===== config.mk =====
export PLATFORM = sky130hd
export DESIGN_NAME = sorted_address_range_table
export DESIGN_NICKNAME = d
export VERILOG_FILES = /design/src/rtl/sart_pkg.sv /design/src/rtl/sart_cell.sv /design/src/rtl/sart_ctrl.sv /design/src/rtl/sorted_address_range_table.sv
export VERILOG_INCLUDE_DIRS = /design/src /design/src/rtl
export SDC_FILE = /design/constraint.sdc
export NUM_CORES = 2
export LEC_CHECK = 0
export ABC_AREA = 1
export BUFFER_PORTS_ARGS = -buffer_cell sky130_fd_sc_hd__buf_2
export CELL_PAD_IN_SITES_DETAIL_PLACEMENT = 2
export CELL_PAD_IN_SITES_GLOBAL_PLACEMENT = 2
export CORE_MARGIN = 2
export CORE_UTILIZATION = 43
export DETAILED_ROUTE_END_ITERATION = 10
export PLACE_DENSITY = 0.75
export SLEW_MARGIN = 20
export SYNTH_ARGS = -nofsm -noshare
export SYNTH_HDL_FRONTEND = slang
export SYNTH_HIERARCHICAL = 1
export SYNTH_SLANG_ARGS = --single-unit

===== constraint.sdc =====
create_clock -name clk -period 297.4 [get_ports clk]
set_clock_uncertainty 0.05 [all_clocks]
set_input_delay 29.74 -clock clk [delete_from_list [all_inputs] [get_ports clk]]
set_output_delay 29.74 -clock clk [all_outputs]
set_load 0.01 [all_outputs]

===== src/rtl/sorted_address_range_table_defines.svh =====
// ----------------------------------------------------------------------------
// Sorted address range table: assertion macros
// Clocked assertion wrappers used by the top-level table module.
// ----------------------------------------------------------------------------
`ifndef SORTED_ADDRESS_RANGE_TABLE_DEFINES_SVH
`define SORTED_ADDRESS_RANGE_TABLE_DEFINES_SVH

// same-cycle implication, sampled on clk, off while arst_n is low
`define SART_ASSERT_IMP(lbl, ante, cons, msg) \
	lbl: assert property (@(posedge clk) disable iff (!arst_n) (ante) |-> (cons)) \
		else $error(msg);

// next-cycle implication, sampled on clk, off while arst_n is low
`define SART_ASSERT_NXT(lbl, ante, cons, msg) \
	lbl: assert property (@(posedge clk) disable iff (!arst_n) (ante) |=> (cons)) \
		else $error(msg);

`endif


===== src/rtl/sart_pkg.sv =====
`timescale 1ns / 1ps
// ----------------------------------------------------------------------------
// Sorted address range table package
// Sizes, operation and status codes, and the types shared by the ring and
// its controller.
// ----------------------------------------------------------------------------
package sart_pkg;

	localparam int ENTRIES = 64;
	localparam int IDX_W   = $clog2(ENTRIES);
	localparam int CNT_W   = $clog2(ENTRIES + 1);
	// compare width: holds any count and any 6-bit position plus one
	localparam int CMP_W   = ((CNT_W > 6) ? CNT_W : 6) + 1;

	localparam int ADDR_W  = 32;
	localparam int ATTR_W  = 8;
	localparam int POS_W   = 6;
	localparam int KIND_W  = 3;
	localparam int STAT_W  = 2;

	localparam logic [KIND_W-1:0] K_INSERT  = 3'd0;
	localparam logic [KIND_W-1:0] K_LOOKUP  = 3'd1;
	localparam logic [KIND_W-1:0] K_EXTRACT = 3'd2;
	localparam logic [KIND_W-1:0] K_NEXT    = 3'd3;
	localparam logic [KIND_W-1:0] K_PREV    = 3'd4;

	localparam logic [STAT_W-1:0] ST_OK          = 2'd0;
	localparam logic [STAT_W-1:0] ST_NOT_FOUND   = 2'd1;
	localparam logic [STAT_W-1:0] ST_FULL        = 2'd2;
	localparam logic [STAT_W-1:0] ST_NO_NEIGHBOR = 2'd3;

	typedef struct packed {
		logic [ATTR_W-1:0] attrs;
		logic [ADDR_W-1:0] limit_addr;
		logic [ADDR_W-1:0] start_addr;
	} entry_t;

	typedef struct packed {
		logic [KIND_W-1:0] kind;
		entry_t            region;
		logic [POS_W-1:0]  position;
	} req_t;

	typedef struct packed {
		logic [POS_W-1:0]  position;
		entry_t            region;
		logic [STAT_W-1:0] status;
	} res_t;

	typedef struct packed {
		logic             ready;
		logic             load;
		logic [CNT_W-1:0] count;
	} stat_t;

endpackage


===== src/rtl/sart_cell.sv =====
`timescale 1ns / 1ps
// ----------------------------------------------------------------------------
// Sorted address range table: ring cell
// Holds one table entry and takes its neighbor's entry on every shift.
// ----------------------------------------------------------------------------
module sart_cell (
	input  logic            clk,
	input  logic            shift,
	input  sart_pkg::entry_t din,
	output sart_pkg::entry_t dout
);
	import sart_pkg::*;

	entry_t entry_q;

	always_ff @(posedge clk) begin
		if (shift) begin
			entry_q <= din;
		end
	end

	assign dout = entry_q;

endmodule


===== src/rtl/sart_ctrl.sv =====
`timescale 1ns / 1ps
// ----------------------------------------------------------------------------
// Sorted address range table: ring controller
// Rotates the cell ring once per operation, compares the head entry, and
// feeds the tail so that the ring comes back inserted, compacted or intact.
// ----------------------------------------------------------------------------
module sart_ctrl (
	input  logic             clk,
	input  logic             arst_n,
	input  logic             start,
	input  sart_pkg::req_t   req,
	input  logic             out_free,
	input  sart_pkg::entry_t head,
	input  sart_pkg::entry_t nxt,
	output sart_pkg::entry_t feed,
	output logic             shift,
	output sart_pkg::res_t   res,
	output sart_pkg::stat_t  stat
);
	import sart_pkg::*;

	localparam logic [1:0] S_IDLE = 2'd0;
	localparam logic [1:0] S_SCAN = 2'd1;
	localparam logic [1:0] S_DONE = 2'd2;

	localparam logic [2:0] M_NONE = 3'd0;
	localparam logic [2:0] M_INS  = 3'd1;
	localparam logic [2:0] M_FIND = 3'd2;
	localparam logic [2:0] M_EXT  = 3'd3;
	localparam logic [2:0] M_PICK = 3'd4;

	localparam logic [IDX_W-1:0] LAST_STEP = IDX_W'(ENTRIES - 1);

	logic [1:0]       state_q;
	logic [IDX_W-1:0] step_q;
	logic [CNT_W-1:0] cnt_q;
	logic             hit_q;

	logic [2:0]       mode_q;
	logic [CMP_W-1:0] tgt_q;
	entry_t           new_q;
	entry_t           carry_q;
	res_t             res_q;

	logic [CMP_W-1:0]  k_w, cnt_w, pos_w;
	logic              valid_k, ovl, new_above, take, last;
	logic [2:0]        mode_d;
	logic [CMP_W-1:0]  tgt_d;
	logic [STAT_W-1:0] st_d;
	res_t              res_d;

	// decode of a new request against the current fill
	always_comb begin
		pos_w  = CMP_W'(req.position);
		mode_d = M_NONE;
		tgt_d  = '0;
		st_d   = ST_NOT_FOUND;
		unique case (req.kind)
			K_INSERT: begin
				if (cnt_w >= CMP_W'(ENTRIES)) begin
					st_d = ST_FULL;
				end else begin
					mode_d = M_INS;
				end
			end
			K_LOOKUP:  mode_d = M_FIND;
			K_EXTRACT: mode_d = M_EXT;
			K_NEXT: begin
				if (pos_w >= cnt_w) begin
					st_d = ST_NOT_FOUND;
				end else if (pos_w + CMP_W'(1) >= cnt_w) begin
					st_d = ST_NO_NEIGHBOR;
				end else begin
					mode_d = M_PICK;
					tgt_d  = pos_w + CMP_W'(1);
				end
			end
			K_PREV: begin
				if (pos_w >= cnt_w) begin
					st_d = ST_NOT_FOUND;
				end else if (pos_w == '0) begin
					st_d = ST_NO_NEIGHBOR;
				end else begin
					mode_d = M_PICK;
					tgt_d  = pos_w - CMP_W'(1);
				end
			end
			default: st_d = ST_NOT_FOUND;
		endcase
	end

	// head compare and tail feed
	always_comb begin
		k_w       = CMP_W'(step_q);
		cnt_w     = CMP_W'(cnt_q);
		valid_k   = k_w < cnt_w;
		ovl       = !(head.start_addr < new_q.start_addr && head.limit_addr < new_q.start_addr)
		         && !(head.start_addr > new_q.limit_addr && head.limit_addr > new_q.limit_addr);
		new_above = new_q.start_addr > head.limit_addr && new_q.limit_addr > head.limit_addr;
		last      = step_q == LAST_STEP;
		take      = 1'b0;
		feed      = head;
		unique case (mode_q)
			M_INS: begin
				if (hit_q) begin
					feed = carry_q;
				end else if ((valid_k && !new_above) || k_w == cnt_w) begin
					feed = new_q;
					take = 1'b1;
				end
			end
			M_FIND: take = !hit_q && valid_k && ovl;
			M_EXT: begin
				take = !hit_q && valid_k && ovl;
				// once the entry is dropped, pull the following one forward
				if (hit_q || take) begin
					feed = nxt;
				end
			end
			M_PICK:  take = k_w == tgt_q;
			default: take = 1'b0;
		endcase
	end

	// result word: cleared with the decoded status on a new request, filled on the hit
	always_comb begin
		res_d = res_q;
		if (state_q == S_IDLE) begin
			res_d        = '0;
			res_d.status = st_d;
		end else if (take) begin
			res_d.status   = ST_OK;
			res_d.region   = (mode_q == M_INS) ? new_q : head;
			res_d.position = k_w[POS_W-1:0];
		end
	end

	always_ff @(posedge clk or negedge arst_n) begin
		if (!arst_n) begin
			state_q <= S_IDLE;
			step_q  <= '0;
			cnt_q   <= '0;
			hit_q   <= 1'b0;
		end else begin
			unique case (state_q)
				S_IDLE: begin
					if (start) begin
						state_q <= S_SCAN;
						step_q  <= '0;
						hit_q   <= 1'b0;
					end
				end
				S_SCAN: begin
					step_q <= step_q + IDX_W'(1);
					if (take) begin
						hit_q <= 1'b1;
					end
					if (last) begin
						state_q <= S_DONE;
						if (mode_q == M_INS && (hit_q || take)) begin
							cnt_q <= cnt_q + CNT_W'(1);
						end else if (mode_q == M_EXT && (hit_q || take)) begin
							cnt_q <= cnt_q - CNT_W'(1);
						end
					end
				end
				S_DONE: begin
					if (out_free) begin
						state_q <= S_IDLE;
					end
				end
				default: state_q <= S_IDLE;
			endcase
		end
	end

	always_ff @(posedge clk) begin
		if (state_q == S_IDLE && start) begin
			mode_q <= mode_d;
			tgt_q  <= tgt_d;
			new_q  <= req.region;
			res_q  <= res_d;
		end else if (state_q == S_SCAN) begin
			carry_q <= head;
			res_q   <= res_d;
		end
	end

	assign shift      = state_q == S_SCAN;
	assign res        = res_q;
	assign stat.ready = state_q == S_IDLE;
	assign stat.load  = state_q == S_DONE && out_free;
	assign stat.count = cnt_q;

endmodule


===== src/rtl/sorted_address_range_table.sv =====
`timescale 1ns / 1ps
// ----------------------------------------------------------------------------
// Sorted address range table
// Keeps up to ENTRIES address regions in ascending order in a ring of cells
// and serves insert, lookup, extract, next and prev requests.
// ----------------------------------------------------------------------------
// Every request is rotated once through the ring in the scan state and its
// result word is loaded from the done state; the next request is taken in the
// cycle after the result is loaded, so no request is taken while another is
// in the ring: the entries sit in a ring of cells that rotates once per
// request, passing one entry a cycle under the single head comparator. A
// result word may wait on the output while the next request runs. The table
// is empty after reset with no clearing pass; entries beyond the fill count
// are never reported.
`include "sorted_address_range_table_defines.svh"

module sorted_address_range_table (
	input  logic        clk,
	input  logic        arst_n,
	input  logic        s_tvalid,
	output logic        s_tready,
	input  logic [79:0] s_tdata,  // region_start, region_limit, region_attrs, position, pad
	input  logic [2:0]  s_tuser,  // kind
	output logic        m_tvalid,
	input  logic        m_tready,
	output logic [79:0] m_tdata   // status, found_start, found_limit, found_attrs,
	                              // found_position
);
	import sart_pkg::*;

	entry_t chain [ENTRIES];
	entry_t feed;
	logic   shift;
	req_t   req;
	res_t   res;
	stat_t  stat;
	logic   start;
	logic   out_free;
	logic   fail_word;

	logic        m_tvalid_q;
	logic [79:0] m_tdata_q;

	assign req.kind              = s_tuser;
	assign req.region.start_addr = s_tdata[31:0];
	assign req.region.limit_addr = s_tdata[63:32];
	assign req.region.attrs      = s_tdata[71:64];
	assign req.position          = s_tdata[77:72];

	assign s_tready = stat.ready;
	assign start    = s_tvalid && stat.ready;
	assign out_free = !m_tvalid_q || m_tready;

	for (genvar j = 0; j < ENTRIES; j++) begin : g_cell
		if (j == ENTRIES - 1) begin : g_tail
			sart_cell u_cell (
				.clk   (clk),
				.shift (shift),
				.din   (feed),
				.dout  (chain[j])
			);
		end else begin : g_body
			sart_cell u_cell (
				.clk   (clk),
				.shift (shift),
				.din   (chain[j + 1]),
				.dout  (chain[j])
			);
		end
	end

	sart_ctrl u_ctrl (
		.clk      (clk),
		.arst_n   (arst_n),
		.start    (start),
		.req      (req),
		.out_free (out_free),
		.head     (chain[0]),
		.nxt      (chain[1]),
		.feed     (feed),
		.shift    (shift),
		.res      (res),
		.stat     (stat)
	);

	always_ff @(posedge clk or negedge arst_n) begin
		if (!arst_n) begin
			m_tvalid_q <= 1'b0;
		end else if (stat.load) begin
			m_tvalid_q <= 1'b1;
		end else if (m_tready) begin
			m_tvalid_q <= 1'b0;
		end
	end

	always_ff @(posedge clk) begin
		if (stat.load) begin
			m_tdata_q <= {res.position, res.region.attrs, res.region.limit_addr,
			              res.region.start_addr, res.status};
		end
	end

	assign m_tvalid  = m_tvalid_q;
	assign m_tdata   = m_tdata_q;
	assign fail_word = m_tvalid && m_tdata[1:0] != ST_OK;

	`SART_ASSERT_IMP(a_count_bound, 1'b1, stat.count <= CNT_W'(ENTRIES), "entry count overflow")
	`SART_ASSERT_NXT(a_busy_after_accept, s_tvalid && s_tready, !s_tready, "ready during scan")
	`SART_ASSERT_IMP(a_fail_fields_zero, fail_word, m_tdata[79:2] == '0, "fields set on failure")

endmodule


==> flow_metrics.env, run 1 <==
export IMPL_yosys_area_top_type="edfxtp_1"
export IMPL_io_pins=169
export IMPL_synth_edff_count=4923
export IMPL_synth_top_cell_area_share_pct=93.7
export IMPL_start_util_pct=43.2
export IMPL_syn_cell_area_um2=158000
export IMPL_synth_seq_area_share_pct=94.0
export IMPL_die_w_um=610
export IMPL_synthAdderAreaFrac_pct=1.24
export IMPL_error="[ERROR DPL-0033] detailed placement checks failed during check placement."
export IMPL_failing_step="detailed placement"
export IMPL_synth_xor_area_share_pct=0.0888
export IMPL_synth_simple_area_share_pct=1.74
export IMPL_synth_area_top_cells="edfxtp_1, ha_1, nand2_1"
export IMPL_async_flop_share_pct=0.344
export IMPL_rows=222
export IMPL_syn_avg_cell_area_um2=23.7
export IMPL_routabilityCongestion=0.809
export IMPL_synth_compound_area_share_pct=2.20
export IMPL_synth_cell_types=46
export IMPL_synth_top_flop_cell="edfxtp_1"
export IMPL_synth_cells=6666
export IMPL_yosys_warnings=6
export IMPL_syn_nets=6909
export IMPL_hpwl_um=406000
export IMPL_synth_top_family_by_area="compound AO/OA/AOI/OAI gates"
export IMPL_postSynthRegisterBits=4940
export IMPL_fp_dieH_um=610
export IMPL_status="aborted with a tool error"
export IMPL_numPortBuffers=166
export IMPL_muxShareOfSynthArea_pct=0
## cells in the mapped netlist (all sizes together), types with 16 or more instances
master,number
inv,188
nor2,207
a21oi,110
nand4,16
a22oi,72
nor3,16
dfrtp,17
o211ai,112
buf,32
edfxtp,4923
nand2,376
o21ai,248
nand3,57
ha,155
clkbuf,73
## metrics by stage
| step | hold WS [ns] | instances | setup WS [ns] | area (um2) |
|---|---|---|---|---|
| floorplan | 0.350 | 6666 | 64.96 | 158000 |
| global placement | 0.351 | 11600 | 264.92 | 165000 |
## cells by family after synthesis
logic type / after synthesis
adders and majority gates: 156
other: 1
AOI/OAI and AO/OA: 578
xor gates and xnor gates: 16
buffers and inverters: 293
DFF: 4940
and+or+nand+nor: 682
==> run 2: changes to the inputs <==
--- a/config.mk
+++ b/config.mk
@@ -8,12 +8,10 @@
 export LEC_CHECK = 0
 export ABC_AREA = 1
 export BUFFER_PORTS_ARGS = -buffer_cell sky130_fd_sc_hd__buf_2
-export CELL_PAD_IN_SITES_DETAIL_PLACEMENT = 2
-export CELL_PAD_IN_SITES_GLOBAL_PLACEMENT = 2
 export CORE_MARGIN = 2
-export CORE_UTILIZATION = 43
+export CORE_UTILIZATION = 28
 export DETAILED_ROUTE_END_ITERATION = 10
-export PLACE_DENSITY = 0.75
+export PLACE_DENSITY_LB_ADDON = 0.15
 export SLEW_MARGIN = 20
 export SYNTH_ARGS = -nofsm -noshare
 export SYNTH_HDL_FRONTEND = slang
==> run 2 against run 1 <==
The run now ends clean. Area after synthesis did not move. Synthesized cell count did not move.
==> flow_metrics.env, run 2 <==
export IMPL_status="complete, no violations"
export IMPL_drt_total_wl_um=271000
export IMPL_rows=275
export IMPL_ir_worst_vdd_v=0.00000880
export IMPL_p_sw_share_pct=24.5
export IMPL_synth_commonest_cells="edfxtp_1, nand2_1, o21ai_0"
export IMPL_hp_class="reg2reg"
export IMPL_synth_seq_area_share_pct=94.0
export IMPL_synth_cell_types=46
export IMPL_p_comb_share_pct=8.4
export IMPL_holdBufCountCts=0
export IMPL_io_pins=169
export IMPL_yosys_area_top_type="edfxtp_1"
export IMPL_dp_cells=14300
export IMPL_synth_cells=6666
export IMPL_setup_violations=0
export IMPL_power_share_sequential_pct=60.6
export IMPL_drv_slew=0
export IMPL_largest_register_ffs=4536
export IMPL_cts_tree="yes"
export IMPL_timing_final_crit_period_ns=31.79
export IMPL_final_util_pct=33.0
export IMPL_power_leakage_nw=60.0
export IMPL_worstPathCellList="nor2_1 -> buf_4 -> buf_2"
export IMPL_placed_cell_area_um2=168000
export IMPL_final_cell_area_um2=185000
export IMPL_crit_buf_inv=2
export IMPL_drt_iter0_drc=6581
export IMPL_slowest_delay_ns=0.41
export IMPL_p_per_area_nw_per_um2=11.0
export IMPL_worst_pin_slew_ns=1.30
export IMPL_fp_dieH_um=755
export IMPL_antenna_found_initial=27
export IMPL_clock_path_buffers=4
export IMPL_async_flop_share_pct=0.344
export IMPL_fmax_mhz=31.5
export IMPL_synth_top_cell_area_share_pct=93.7
export IMPL_htree_levels=6
export IMPL_numPortBuffers=166
export IMPL_vias=61600
export IMPL_rsz0062_at_grt="false"
export IMPL_timing_slew_headroom_pct=13.2
export IMPL_hold_viol=0
export IMPL_path_class="reg2out"
export IMPL_cts_made_buffers=540
export IMPL_postSynthRegisterBits=4940
export IMPL_drive_gt1_share_pct=12.6
export IMPL_clockPowerShare_pct=30.9
export IMPL_drt_met1_wl_um=134000
export IMPL_start_util_pct=28.1
export IMPL_top_layer_used="met5"
export IMPL_slowest_stage="dfrtp_1"
export IMPL_fin_tns_setup_ns=0
export IMPL_power_switching_w=0.000499
export IMPL_grt_pass1_wl_um=408000
export IMPL_ant_nets=0
export IMPL_cp_required_ns=267.61
export IMPL_finalNetCount=7587
export IMPL_die_w_um=755
export IMPL_synth_area_top_cells="edfxtp_1, ha_1, nand2_1"
export IMPL_core_um2=561000
export IMPL_area_delta_synth_final_pct=17.3
export IMPL_routabilityCongestion=0.775
export IMPL_grt_max_degree=232
export IMPL_dr_wl_met2_um=112000
export IMPL_most_common_layout_cells="edfxtp_1, clkbuf_16, nand2_1"
export IMPL_crit_path_max_fanout=10
export IMPL_clock_sinks=4940
export IMPL_cts_root_buffer="clkbuf_16"
export IMPL_synth_edff_count=4923
export IMPL_drt_wirelength_per_cell_um=17.8
export IMPL_cp_arrival_ns=2.00
export IMPL_clkSlewWorstSetupHoldPaths_ns=0.06
export IMPL_yosysMostFrequentCell="edfxtp_1"
export IMPL_final_common_cell="edfxtp_1"
export IMPL_grt_remaining_overflow=0
export IMPL_cap_violations=0
export IMPL_cts_resized=0
export IMPL_drc=0
export IMPL_fin_crit_sh_pct=10.7
export IMPL_hpwl_um=142000
export IMPL_cts_post_setup_buffers_inserted=0
export IMPL_syn_cell_area_um2=158000
export IMPL_cp_end_kind="primary output"
export IMPL_synth_top_flop_cell="edfxtp_1"
export IMPL_cpLargestDelayFamily="buffers and inverters"
export IMPL_p_int_w=0.00154
export IMPL_cp_start_kind="flip-flop"
export IMPL_first_global_vias=62400
export IMPL_syn_avg_cell_area_um2=23.7
export IMPL_yosys_warnings=6
export IMPL_vias_per_cell=4.04
export IMPL_stdcell_count=15200
export IMPL_clock_latency_ns=1.04
export IMPL_wl_met3_um=17900
export IMPL_grt_usage_pct=9.25
export IMPL_dieArea_um2=569000
export IMPL_drt_pass1_iter_count=5
export IMPL_syn_nets=6909
run 2: cell counts after synthesis:
No cell type changed its count.
run 2: per-stage QoR:
stage / hold slack, ns / setup slack [ns] / total power [W]
floorplan: 0.350 / 64.96 / 0.00341
finish: 0.331 / 265.61 / 0.00204
global placement: 0.351 / 264.91 / 0.00142
global route: 0.349 / 265.51 / 0.00215
detailed placement: 0.355 / 264.84 / 0.00143
CTS: 0.323 / 265.50 / 0.00208
run 2: power by group through the flow:
stage | Clock, W | Combinational (W) | Sequential [W]
2_1_floorplan | 0 | 0.000118 | 0.00329
3_3_place_gp | 0 | 0.000169 | 0.00125
3_5_place_dp | 0 | 0.000178 | 0.00125
4_1_cts | 0.000657 | 0.000176 | 0.00125
5_1_grt | 0.000683 | 0.000193 | 0.00127
6_report | 0.000631 | 0.000172 | 0.00124
run 2: kinds of logic (layout without fill, tap and decap cells):
| kind of cell | count (synthesis) | count (layout) | synth area share [%] |
|---|---|---|---|
| AOI/OAI and AO/OA | 578 | 578 | 2.20 |
| xor gates and xnor gates | 16 | 16 | 0.0888 |
| adders and majority gates | 156 | 156 | 1.24 |
| buffers and inverters | 293 | 1376 | 0.748 |
| DFF | 4940 | 4940 | 94.0 |
| other | 1 | 8 | 0.00238 |
| and+or+nand+nor | 682 | 682 | 1.74 |
run 2: final timing paths:
path,startpoint,to,slack [ns],cells after the start
worst min-delay path,g_cell[11].g_body.u_cell/dout[50],g_cell[10].g_body.u_cell/dout[50],0.33,0
worst max-delay path,u_ctrl/state_q[1],s_tready,265.61,3
worst min register to register,g_cell[11].g_body.u_cell/dout[50],g_cell[10].g_body.u_cell/dout[50],0.33,0
worst max register to register,u_ctrl/state_q[1],g_cell[24].g_body.u_cell/dout[45],290.18,9
min in group asynchronous,arst_n,m_tvalid,28.61,1
max in group asynchronous,arst_n,u_ctrl/cnt_q[3],268.34,1
run 2: layer usage:
metal | up-vias | GRT usage, %
li1 | 27700 | -
met1 | 31900 | 14.2
met2 | 1438 | 12.6
met3 | 575 | 2.41
met4 | 6 | 3.14
met5 | - | 0
run 2: worst reg2reg max path: cells and delay by family, from the launching register on:
family	cells	cell delay (ns)
simple gates	1	0.15
buf+inv	8	6.05
flops	1	0.41
run 2: final cells by class:
class / instances / area [um2]
fill: 52500 / 376000
sequential: 4940 / 148000
clock buffer: 692 / 14300
tap: 7479 / 9360
multi-input combinational: 1433 / 8400
clock inverter: 255 / 2320
timing repair buffer: 241 / 1600
inverter: 188 / 719
antenna: 7 / 17.5
No activity file was read; power rests on OpenSTA's default activity.
